--- src/sv/dtc_pkg.sv ---
package dtc_pkg;

    localparam int TABLE_SIZE = 1024;
    localparam int TABLE_LOG2 = $clog2(TABLE_SIZE);

    localparam int IDX_W   = 10;
    localparam int GAIN_W  = 16;
    localparam int VOLT_W  = 16;
    localparam int MAG_W   = 17;
    localparam int DIFF_W  = 17;
    localparam int LDIFF_W = MAG_W + 1;
    localparam int OUT_W   = 24;
    localparam int CFG_W   = 16;
    localparam int CFG_IDX_W = 2;

    localparam int SQ_W      = 2 * VOLT_W;
    localparam int LPROD_W   = GAIN_W + LDIFF_W;
    localparam int LVAL_W    = LPROD_W - 9 + 1;
    localparam int DIV_NUM_W = GAIN_W + 2 * VOLT_W + 1;
    localparam int DIV_DEN_W = VOLT_W + 9;
    localparam int QUO_W     = OUT_W;

    localparam logic [MAG_W-1:0] V_MAX   = {MAG_W{1'b1}};
    localparam logic [OUT_W-1:0] OUT_MAX = {OUT_W{1'b1}};

    localparam logic [GAIN_W-1:0] GAIN_RESET   = 16'd256;
    localparam logic [VOLT_W-1:0] BIAS_RESET   = 16'd13107;
    localparam logic [VOLT_W-1:0] LINEAR_RESET = 16'd26214;

    localparam logic [CFG_IDX_W-1:0] REG_GAIN   = 2'd0;
    localparam logic [CFG_IDX_W-1:0] REG_BIAS   = 2'd1;
    localparam logic [CFG_IDX_W-1:0] REG_LINEAR = 2'd2;

    typedef enum logic [1:0] {
        REGION_DEAD,
        REGION_QUAD,
        REGION_LIN
    } dtc_region_t;

    typedef struct packed {
        logic             valid;
        logic             use_quot;
        logic [OUT_W-1:0] alt_value;
        logic             alt_sat;
    } dtc_side_t;

endpackage

--- src/sv/dtc_div.sv ---
module dtc_div
    import dtc_pkg::*;
(
    input  logic                 clk,
    input  logic                 rst_n,
    input  logic [DIV_NUM_W-1:0] dividend,
    input  logic [DIV_DEN_W-1:0] divisor,
    input  dtc_side_t            side_in,
    output logic [QUO_W-1:0]     quotient,
    output dtc_side_t            side_out
);

    for (genvar k = 0; k < QUO_W; k++)
    begin : g_step
        localparam int BIT = QUO_W - 1 - k;

        logic [DIV_NUM_W-1:0] rem_cur;
        logic [QUO_W-1:0]     quo_cur;
        dtc_side_t            side_cur;
        logic [DIV_NUM_W-1:0] shifted;
        logic [DIV_NUM_W:0]   trial;
        logic [QUO_W-1:0]     quo_next;
        logic [QUO_W-1:0]     quo_reg;
        dtc_side_t            side_reg;

        if (k == 0)
        begin : g_first
            assign rem_cur  = dividend;
            assign quo_cur  = '0;
            assign side_cur = side_in;
        end
        else
        begin : g_rest
            assign rem_cur  = g_step[k-1].g_rem.rem_reg;
            assign quo_cur  = g_step[k-1].quo_reg;
            assign side_cur = g_step[k-1].side_reg;
        end

        assign shifted = DIV_NUM_W'(divisor) << BIT;
        assign trial   = {1'b0, rem_cur} - {1'b0, shifted};

        always_comb
        begin
            quo_next      = quo_cur;
            quo_next[BIT] = ~trial[DIV_NUM_W];
        end

        always_ff @(posedge clk or negedge rst_n)
        begin
            if (!rst_n)
            begin
                side_reg <= '0;
            end
            else
            begin
                side_reg <= side_cur;
            end
        end

        always_ff @(posedge clk)
        begin
            quo_reg <= quo_next;
        end

        if (k < QUO_W - 1)
        begin : g_rem
            logic [DIV_NUM_W-1:0] rem_reg;

            always_ff @(posedge clk)
            begin
                rem_reg <= trial[DIV_NUM_W] ? rem_cur : trial[DIV_NUM_W-1:0];
            end
        end
    end

    assign quotient = g_step[QUO_W-1].quo_reg;
    assign side_out = g_step[QUO_W-1].side_reg;

endmodule

--- src/sv/diode_transfer_curve.sv ---
// The 29 register stages are four arithmetic stages, one restoring divider stage per quotient
// bit and an output register.
// Throughput: one item per cycle; busy stays low, as nothing in the pipeline can stall.
// Each result is shown for a single cycle with done high; the receiver cannot stall.
// Reset clears all valid bits and loads the default gain and voltages.
module diode_transfer_curve
    import dtc_pkg::*;
(
    input  logic                 clk,
    input  logic                 rst_n,
    input  logic                 start,
    output logic                 busy,
    input  logic [IDX_W-1:0]     curve_index,
    input  logic                 cfg_wen,
    input  logic [CFG_IDX_W-1:0] cfg_index,
    input  logic [CFG_W-1:0]     cfg_data,
    output logic                 done,
    output logic [OUT_W-1:0]     curve_value,
    output logic                 saturated
);

    logic [GAIN_W-1:0] gain_reg;
    logic [VOLT_W-1:0] bias_reg;
    logic [VOLT_W-1:0] linear_reg;
    logic [VOLT_W-1:0] width_q;
    logic              accept;

    logic [DIFF_W-1:0]        twice_idx;
    logic [DIFF_W-1:0]        diff;
    logic [DIFF_W+15:0]       mag_wide;
    logic [MAG_W-1:0]         v_next;
    logic                     s1_valid_reg;
    logic [MAG_W-1:0]         s1_v_reg;

    dtc_region_t              region_next;
    logic [LDIFF_W-1:0]       ldiff_next;
    logic                     s2_valid_reg;
    dtc_region_t              s2_region_reg;
    logic [VOLT_W-1:0]        s2_d_reg;
    logic [LDIFF_W-1:0]       s2_ldiff_reg;

    logic                     s3_valid_reg;
    dtc_region_t              s3_region_reg;
    logic [SQ_W-1:0]          s3_sq_reg;
    logic [LPROD_W-1:0]       s3_lprod_reg;

    logic [LVAL_W-1:0]        lval;
    dtc_side_t                side_next;
    dtc_side_t                s4_side_reg;
    logic [DIV_NUM_W-1:0]     s4_num_reg;

    logic [QUO_W-1:0]         quotient;
    dtc_side_t                div_side;

    logic                     done_reg;
    logic [OUT_W-1:0]         value_reg;
    logic                     sat_reg;

    assign busy    = 1'b0;
    assign accept  = start & ~busy;
    assign width_q = linear_reg - bias_reg;

    always_ff @(posedge clk or negedge rst_n)
    begin
        if (!rst_n)
        begin
            gain_reg   <= GAIN_RESET;
            bias_reg   <= BIAS_RESET;
            linear_reg <= LINEAR_RESET;
        end
        else if (cfg_wen)
        begin
            unique case (cfg_index)
                REG_GAIN:   gain_reg   <= cfg_data;
                REG_BIAS:   bias_reg   <= cfg_data;
                REG_LINEAR: linear_reg <= cfg_data;
                default:    ;
            endcase
        end
    end

    // Magnitude |2i - N| / N in Q1.16.
    always_comb
    begin
        twice_idx = DIFF_W'({curve_index, 1'b0});
        if (twice_idx >= DIFF_W'(TABLE_SIZE))
        begin
            diff = twice_idx - DIFF_W'(TABLE_SIZE);
        end
        else
        begin
            diff = DIFF_W'(TABLE_SIZE) - twice_idx;
        end
        mag_wide = {diff, 16'b0} >> TABLE_LOG2;
        if (mag_wide > (DIFF_W+16)'(V_MAX))
        begin
            v_next = V_MAX;
        end
        else
        begin
            v_next = mag_wide[MAG_W-1:0];
        end
    end

    always_comb
    begin
        if (s1_v_reg <= MAG_W'(bias_reg))
        begin
            region_next = REGION_DEAD;
        end
        else if (s1_v_reg <= MAG_W'(linear_reg))
        begin
            region_next = REGION_QUAD;
        end
        else
        begin
            region_next = REGION_LIN;
        end
        ldiff_next = {s1_v_reg, 1'b0} - LDIFF_W'(linear_reg) - LDIFF_W'(bias_reg);
    end

    always_comb
    begin
        lval = LVAL_W'((s3_lprod_reg + LPROD_W'(256)) >> 9);
        side_next.valid = s3_valid_reg;
        unique case (s3_region_reg)
            REGION_DEAD:
            begin
                side_next.use_quot  = 1'b0;
                side_next.alt_value = '0;
                side_next.alt_sat   = 1'b0;
            end
            REGION_QUAD:
            begin
                side_next.use_quot  = 1'b1;
                side_next.alt_value = '0;
                side_next.alt_sat   = 1'b0;
            end
            REGION_LIN:
            begin
                side_next.use_quot = 1'b0;
                if (lval > LVAL_W'(OUT_MAX))
                begin
                    side_next.alt_value = OUT_MAX;
                    side_next.alt_sat   = 1'b1;
                end
                else
                begin
                    side_next.alt_value = lval[OUT_W-1:0];
                    side_next.alt_sat   = 1'b0;
                end
            end
            default:
            begin
                side_next.use_quot  = 1'b0;
                side_next.alt_value = '0;
                side_next.alt_sat   = 1'b0;
            end
        endcase
    end

    always_ff @(posedge clk or negedge rst_n)
    begin
        if (!rst_n)
        begin
            s1_valid_reg <= 1'b0;
            s2_valid_reg <= 1'b0;
            s3_valid_reg <= 1'b0;
            s4_side_reg  <= '0;
            done_reg     <= 1'b0;
        end
        else
        begin
            s1_valid_reg <= accept;
            s2_valid_reg <= s1_valid_reg;
            s3_valid_reg <= s2_valid_reg;
            s4_side_reg  <= side_next;
            done_reg     <= div_side.valid;
        end
    end

    always_ff @(posedge clk)
    begin
        s1_v_reg <= v_next;

        s2_region_reg <= region_next;
        s2_d_reg      <= VOLT_W'(s1_v_reg - MAG_W'(bias_reg));
        s2_ldiff_reg  <= ldiff_next;

        s3_region_reg <= s2_region_reg;
        s3_sq_reg     <= SQ_W'(s2_d_reg) * SQ_W'(s2_d_reg);
        s3_lprod_reg  <= LPROD_W'(gain_reg) * LPROD_W'(s2_ldiff_reg);

        s4_num_reg <= DIV_NUM_W'(gain_reg) * DIV_NUM_W'(s3_sq_reg)
                      + (DIV_NUM_W'(width_q) << 8);

        if (div_side.use_quot)
        begin
            value_reg <= quotient;
            sat_reg   <= 1'b0;
        end
        else
        begin
            value_reg <= div_side.alt_value;
            sat_reg   <= div_side.alt_sat;
        end
    end

    dtc_div u_div
    (
        .clk      (clk),
        .rst_n    (rst_n),
        .dividend (s4_num_reg),
        .divisor  ({width_q, 9'b0}),
        .side_in  (s4_side_reg),
        .quotient (quotient),
        .side_out (div_side)
    );

    assign done        = done_reg;
    assign curve_value = value_reg;
    assign saturated   = sat_reg;

endmodule
--- config.mk ---
export PLATFORM = sky130hd
export DESIGN_NAME = diode_transfer_curve
export DESIGN_NICKNAME = d
export VERILOG_FILES = /design/src/sv/dtc_pkg.sv /design/src/sv/dtc_div.sv /design/src/sv/diode_transfer_curve.sv
export SDC_FILE = /design/constraint.sdc
export NUM_CORES = 2
export LEC_CHECK = 0
export ABC_AREA = 0
export ABC_CLOCK_PERIOD_IN_PS = 21400
export BUFFER_PORTS_ARGS = -buffer_cell sky130_fd_sc_hd__buf_2
export CAP_MARGIN = 5
export CORE_UTILIZATION = 60
export CTS_BUF_LIST = sky130_fd_sc_hd__clkbuf_4
export DETAILED_ROUTE_END_ITERATION = 10
export PLACE_DENSITY = 0.79
export SLEW_MARGIN = 20
export SYNTH_ARGS = -nofsm -noshare
export SYNTH_HDL_FRONTEND = slang
export SYNTH_SLANG_ARGS = --single-unit
--- constraint.sdc ---
create_clock -name clk -period 21.4 [get_ports clk]
set_clock_uncertainty 0.1 [all_clocks]
set_input_delay 1.07 -clock clk [delete_from_list [all_inputs] [get_ports clk]]
set_output_delay 1.07 -clock clk [all_outputs]
set_load 0.01 [all_outputs]
# Word-level counts from Yosys, hierarchy flattened
# Index checks and enable logic that the tools add are counted.
[word_totals]
regBits = 2349
out_inout_bits = 27
wordCells = 266
input_bits = 32
[op_classes]
n_bitwise = 24
n_mux = 29
magnitude_cmp = 5
n_mul = 3
reduce_logical = 4
n_eq_ne = 4
addsub = 32
[ops]
columns = ["operator", "count"]
rows = [
  ["$mux 49", 23],
  ["$pmux 26 s2", 1],
  ["$sub 49x25->50", 1],
  ["$sub 49x26->50", 1],
  ["$sub 49x27->50", 1],
  ["$sub 49x28->50", 1],
  ["$sub 49x29->50", 1],
  ["$sub 49x30->50", 1],
  ["$sub 49x31->50", 1],
  ["$sub 49x32->50", 1],
  ["$sub 49x33->50", 1],
  ["$sub 49x34->50", 1],
  ["$sub 49x35->50", 1],
  ["$sub 49x36->50", 1],
  ["$sub 49x37->50", 1],
  ["$sub 49x38->50", 1],
  ["$sub 49x39->50", 1],
  ["$sub 49x40->50", 1],
  ["$sub 49x41->50", 1],
  ["$sub 49x42->50", 1],
  ["$sub 49x43->50", 1],
  ["$sub 49x44->50", 1],
  ["$sub 49x45->50", 1],
  ["$sub 49x46->50", 1],
  ["25 further kinds", 55],
]

# Longest topological paths before layout
[logic_depth]
ltp_word = 4
depth_mapped = 32
mapped_depth_nobuf = 32

# Hierarchy
# Synthesis repeated with hierarchy kept, for this count alone.
[hier_totals]
cells_unflattened = 12742
area_unflattened_um2 = 127666.2
[by_module_without_submodules]
columns = ["module", "seq_area_each_um2", "cells_each", "area_per_inst_um2", "n_inst"]
rows = [
  ["dtc_div", 44783.0, 8053, 84253.3, 1],
  ["diode_transfer_curve", 5621.6, 4689, 43412.9, 1],
]

# Worst setup path after synthesis
# OpenSTA, ideal clock, no wires.
[synth_timing]
path_type = "flip-flop to flip-flop"
from = "register bias_reg[0]"
to = "register s4_num_reg[43]"
stages_incl_launch_ff = 30
slack_ns = 12.902
t_arrival_ns = 8.326
n_path_buf = 0
synth_period_minus_slack_ns = 8.498
setup_ns = 0.072
required_time_ns = 21.228
path_cell_list = "dfstp_2 -> ha_1 -> inv_1 -> fa_1 -> nor2b_1 -> o21bai_1 -> a21oi_1 -> o21ai_0 -> a21oi_1 -> o21bai_1 -> a221oi_1 -> o41ai_1 -> nor4b_1 -> a211oi_1 -> fa_1 -> inv_1 -> fa_1 -> fa_1 -> fa_1 -> ha_1 -> a21o_1 -> a21oi_1 -> nor2b_1 -> o21bai_1 -> a221o_1 -> a31oi_1 -> o2111ai_1 -> a31o_2 -> a21oi_1 -> xnor2_1"
[synth_between]
elab_chain_cells = 2
[synth_rtl]
columns = ["item", "line", "text"]
rows = [
  ["start: declaration", "diode_transfer_curve.sv:23", "logic [VOLT_W-1:0] bias_reg;"],
  ["start signal: assignment", "diode_transfer_curve.sv:75", "REG_BIAS: bias_reg <= cfg_data;"],
  ["$sub 16x16->16", "diode_transfer_curve.sv:61", "assign width_q = linear_reg - bias_reg;"],
  ["$add 48x24->49", "diode_transfer_curve.sv:195", "+ (DIV_NUM_W'(width_q) << 8);"],
  ["end signal: assignment", "diode_transfer_curve.sv:194", "s4_num_reg <= DIV_NUM_W'(gain_reg) * DIV_NUM_W'(s3_sq_reg)"],
  ["end: declaration", "diode_transfer_curve.sv:50", "logic [DIV_NUM_W-1:0] s4_num_reg;"],
]
# No other way between the ends.
# A chain may end at the register's enable or synchronous reset.

# Final worst setup path
# Ends and elaborated chain as after synthesis.

==> flow_summary_export.csv <==
group,metric,value,unit
logic_synthesis,syn_area,108000,µm²
worst_setup_path,start_kind,"flip-flop",
logic_synthesis,synth_commonest_cells,"dfxtp_1 (1392), inv_1 (1239), nand2_1 (886)",
logic_synthesis,ys_types,84,
timing,finalSetupTns,0,ns
timing,worst_pin_slew,1.12,ns
drt,vias,73300,
drt,vias_per_cell,5.50,
worst_hold_path,whs_path_depth,0,
global_routing,grt_max_degree,176,
worst_hold_path,hold_class,"flip-flop to flip-flop",
clocking,cts_tree,"yes",
timing,setup_viol,0,
clocking,path_clk_slew,0.07,ns
cells_and_area,area_delta_synth_final,9.18,%
clocking,clock-root-buffer,"clkbuf_4",
logic_synthesis,yosys_warnings,0,
global_routing,grt_usage,26.6,%
clocking,numCtsBuffers,532,
logic_synthesis,yosysMostFrequentCell,"dfxtp_1",
logic_synthesis,synth-main-ff-cell,"dfxtp_1",
global_routing,antenna_found_initial,3,
worst_setup_path,slowest_stage,"o41ai_1",
drt,drc_errors,0,
drt,ant_nets,0,
worst_setup_path,required,22.47,ns
logic_synthesis,yosys-top-cells-area,"dfxtp_1 (26%), dfrtp_1 (16%), fa_1 (16%)",
clocking,cts.sink_count,2119,
worst_setup_path,ff2ff_path_depth,30,
drt,drt_wl_total,238,mm
worst_setup_path,crit_arrival,9.87,ns
worst_setup_path,r2r-end,"s4_num_reg[43]$_DFF_P_",
global_routing,grt.overflow.total,0,
clocking,cts_setup_buffers,0,
placement,hpwl,166,mm
worst_setup_path,slowest_delay,0.83,ns
clocking,clock_path_buffers,4,
timing,max-slew-margin-rel,25.4,%
cells_and_area,drive_above_1_share,11.2,%
placement,gp_congestion,0.900,
worst_setup_path,timing.reg2reg.setup_slack,12.60,ns
worst_setup_path,startpoint,"bias_reg[0]$_DFFE_PN1P_",
timing,hold_viol,0,
floorplan,design.die.area,182000,µm²
cells_and_area,largest_reg_flops,880,
floorplan,num_rows,155,
timing,period_share,41.1,%
clocking,clkLatencyLatePin,1.34,ns
logic_synthesis,synth-async-reset-ratio,34.3,%
timing,max_freq,114,MHz
logic_synthesis,ys_seq_area_share,42.6,%
cells_and_area,layout.nets,12300,
floorplan,die_y,427,µm
drt,drtPass1Iterations,6,
cells_and_area,filler_cell_count,13200,
global_routing,grt_pass1_vias,78800,
timing,finalCriticalPeriod,8.80,ns
worst_setup_path,crit_type,"flip-flop to flip-flop",
timing,rsz0062_at_grt,"no",
floorplan,core_region_area,179000,µm²
logic_synthesis,synth_edf_count,0,
cells_and_area,fin_util,66.1,%
worst_setup_path,end_kind,"flip-flop",
worst_setup_path,cp_max_fo,25,
clocking,htreeDepth,6,
placement,port_buffers,57,
worst_setup_path,worst_path_most_repeated_cell,"fa_1",
drt,initialDrtViolationCount,4344,
timing,hold_slack,0.131,ns
status,outcome,"finished, final reports clean",
floorplan,ioPinCount,59,
drt,wl_per_cell,17.9,µm
floorplan,die_x,427,µm
logic_synthesis,synth.largest_area_cell,"dfxtp_1",
floorplan,start_util,60.5,%
logic_synthesis,synthCells,10100,
worst_setup_path,worst_r2r_startpoint,"bias_reg[0]$_DFFE_PN1P_",
worst_setup_path,crit_end,"s4_num_reg[43]$_DFF_P_",
timing,maxSlewViolCount,0,
logic_synthesis,ys_ff_latch,2119,
global_routing,grt_first_pass_wirelength,390,mm
logic_synthesis,avgSynthCellArea,10.7,µm²
clocking,ctsResizeCount,0,
logic_synthesis,yosysTopAreaCellShare,25.7,%
job,drv_cap,0,
==> placed cells by master (no fill, tap or decap), types with 152 or more instances in the layout <==
master | netlist | routed
a21o_1 | 152 | 152
a21oi_1 | 482 | 479
and2_1 | 394 | 394
clkbuf_4 | 0 | 781
dfrtp_1 | 710 | 707
dfxtp_1 | 1392 | 1392
fa_1 | 853 | 853
ha_1 | 806 | 806
inv_1 | 1239 | 1238
mux2_2 | 182 | 182
nand2_1 | 886 | 885
nor2_1 | 514 | 514
nor3_1 | 192 | 191
o21ai_0 | 329 | 329
xnor2_1 | 385 | 377
xor2_1 | 291 | 288
==> critical path, delay by kind of cell, from the launching register on <==
kind            cells  cell delay, ns
compound gates     16            3.94
xor+xnor            1            0.14
fa+ha+maj           7            2.72
buf+inv             3            0.66
flops               1            0.56
simple gates        3            0.57
==> stage by stage <==
step	instance area [µm²]	instances	setup WS, ns
3_5_place_dp	111000	12400	12.69
3_3_place_gp	111000	12400	12.79
2_1_floorplan	108000	10200	12.90
5_1_grt	118000	13300	12.06
4_1_cts	118000	13300	12.64
6_report	118000	13300	12.60
==> timing repair <==
action                                  4_1_cts  5_1_grt
hold endpoints to repair                    156        0
hold buffers                                 30        0
endpoints found under the setup margin        0        0
==> routing by layer <==
metal	GRT usage [%]	wire, µm	vias to the layer above
li1	-	-	34100
met1	31.0	94100	36100
met2	46.5	119000	2320
met3	4.88	12900	735
met4	14.3	11900	4
met5	0	26	-
==> area by class of cell <==
type / instances / area, µm² / area share (%)
repair buffers: 149 / 1110 / 0.941
flip-flops and latches: 2119 / 46100 / 39.0
clock buffers: 781 / 5860 / 4.96
clock inverters: 113 / 711 / 0.601
diodes: 10 / 25.0 / 0.0212
inverters: 1241 / 4660 / 3.94
multi-input cells: 6545 / 56800 / 48.0
well taps: 2355 / 2950 / 2.49
==> logic make-up after synthesis <==
group                      synth area share [%]
muxes                                      2.05
DFF                                        42.6
buffers and inverters                      5.19
and+or+nand+nor                            11.6
adders and majority gates                  25.1
xor gates and xnor gates                   5.47
AOI/OAI and AO/OA                          7.99
other                                   0.00694
==> how the worst min path moves through the flow <==
stage / end / startpoint / slack [ns]
after floorplan: s3_region_reg[0]$_DFF_P_ / s2_region_reg[0]$_SDFF_PP0_ / 0.21
after global placement: u_div.g_step[6].g_rem.rem_reg[15]$_DFF_P_ / u_div.g_step[5].g_rem.rem_reg[15]$_DFF_P_ / 0.21
after detailed placement: u_div.g_step[5].g_rem.rem_reg[20]$_DFF_P_ / u_div.g_step[4].g_rem.rem_reg[20]$_DFF_P_ / 0.21
after CTS: s1_v_reg[10]$_SDFF_PP1_ / curve_index[9] / 0.04
after global routing: s1_v_reg[11]$_SDFF_PP1_ / curve_index[9] / 0.08
final: u_div.g_step[4].g_rem.rem_reg[19]$_DFF_P_ / u_div.g_step[3].g_rem.rem_reg[19]$_DFF_P_ / 0.13
Power is not shown: default switching activity piles up to over one toggle a cycle in this logic, so the estimate is an artifact.
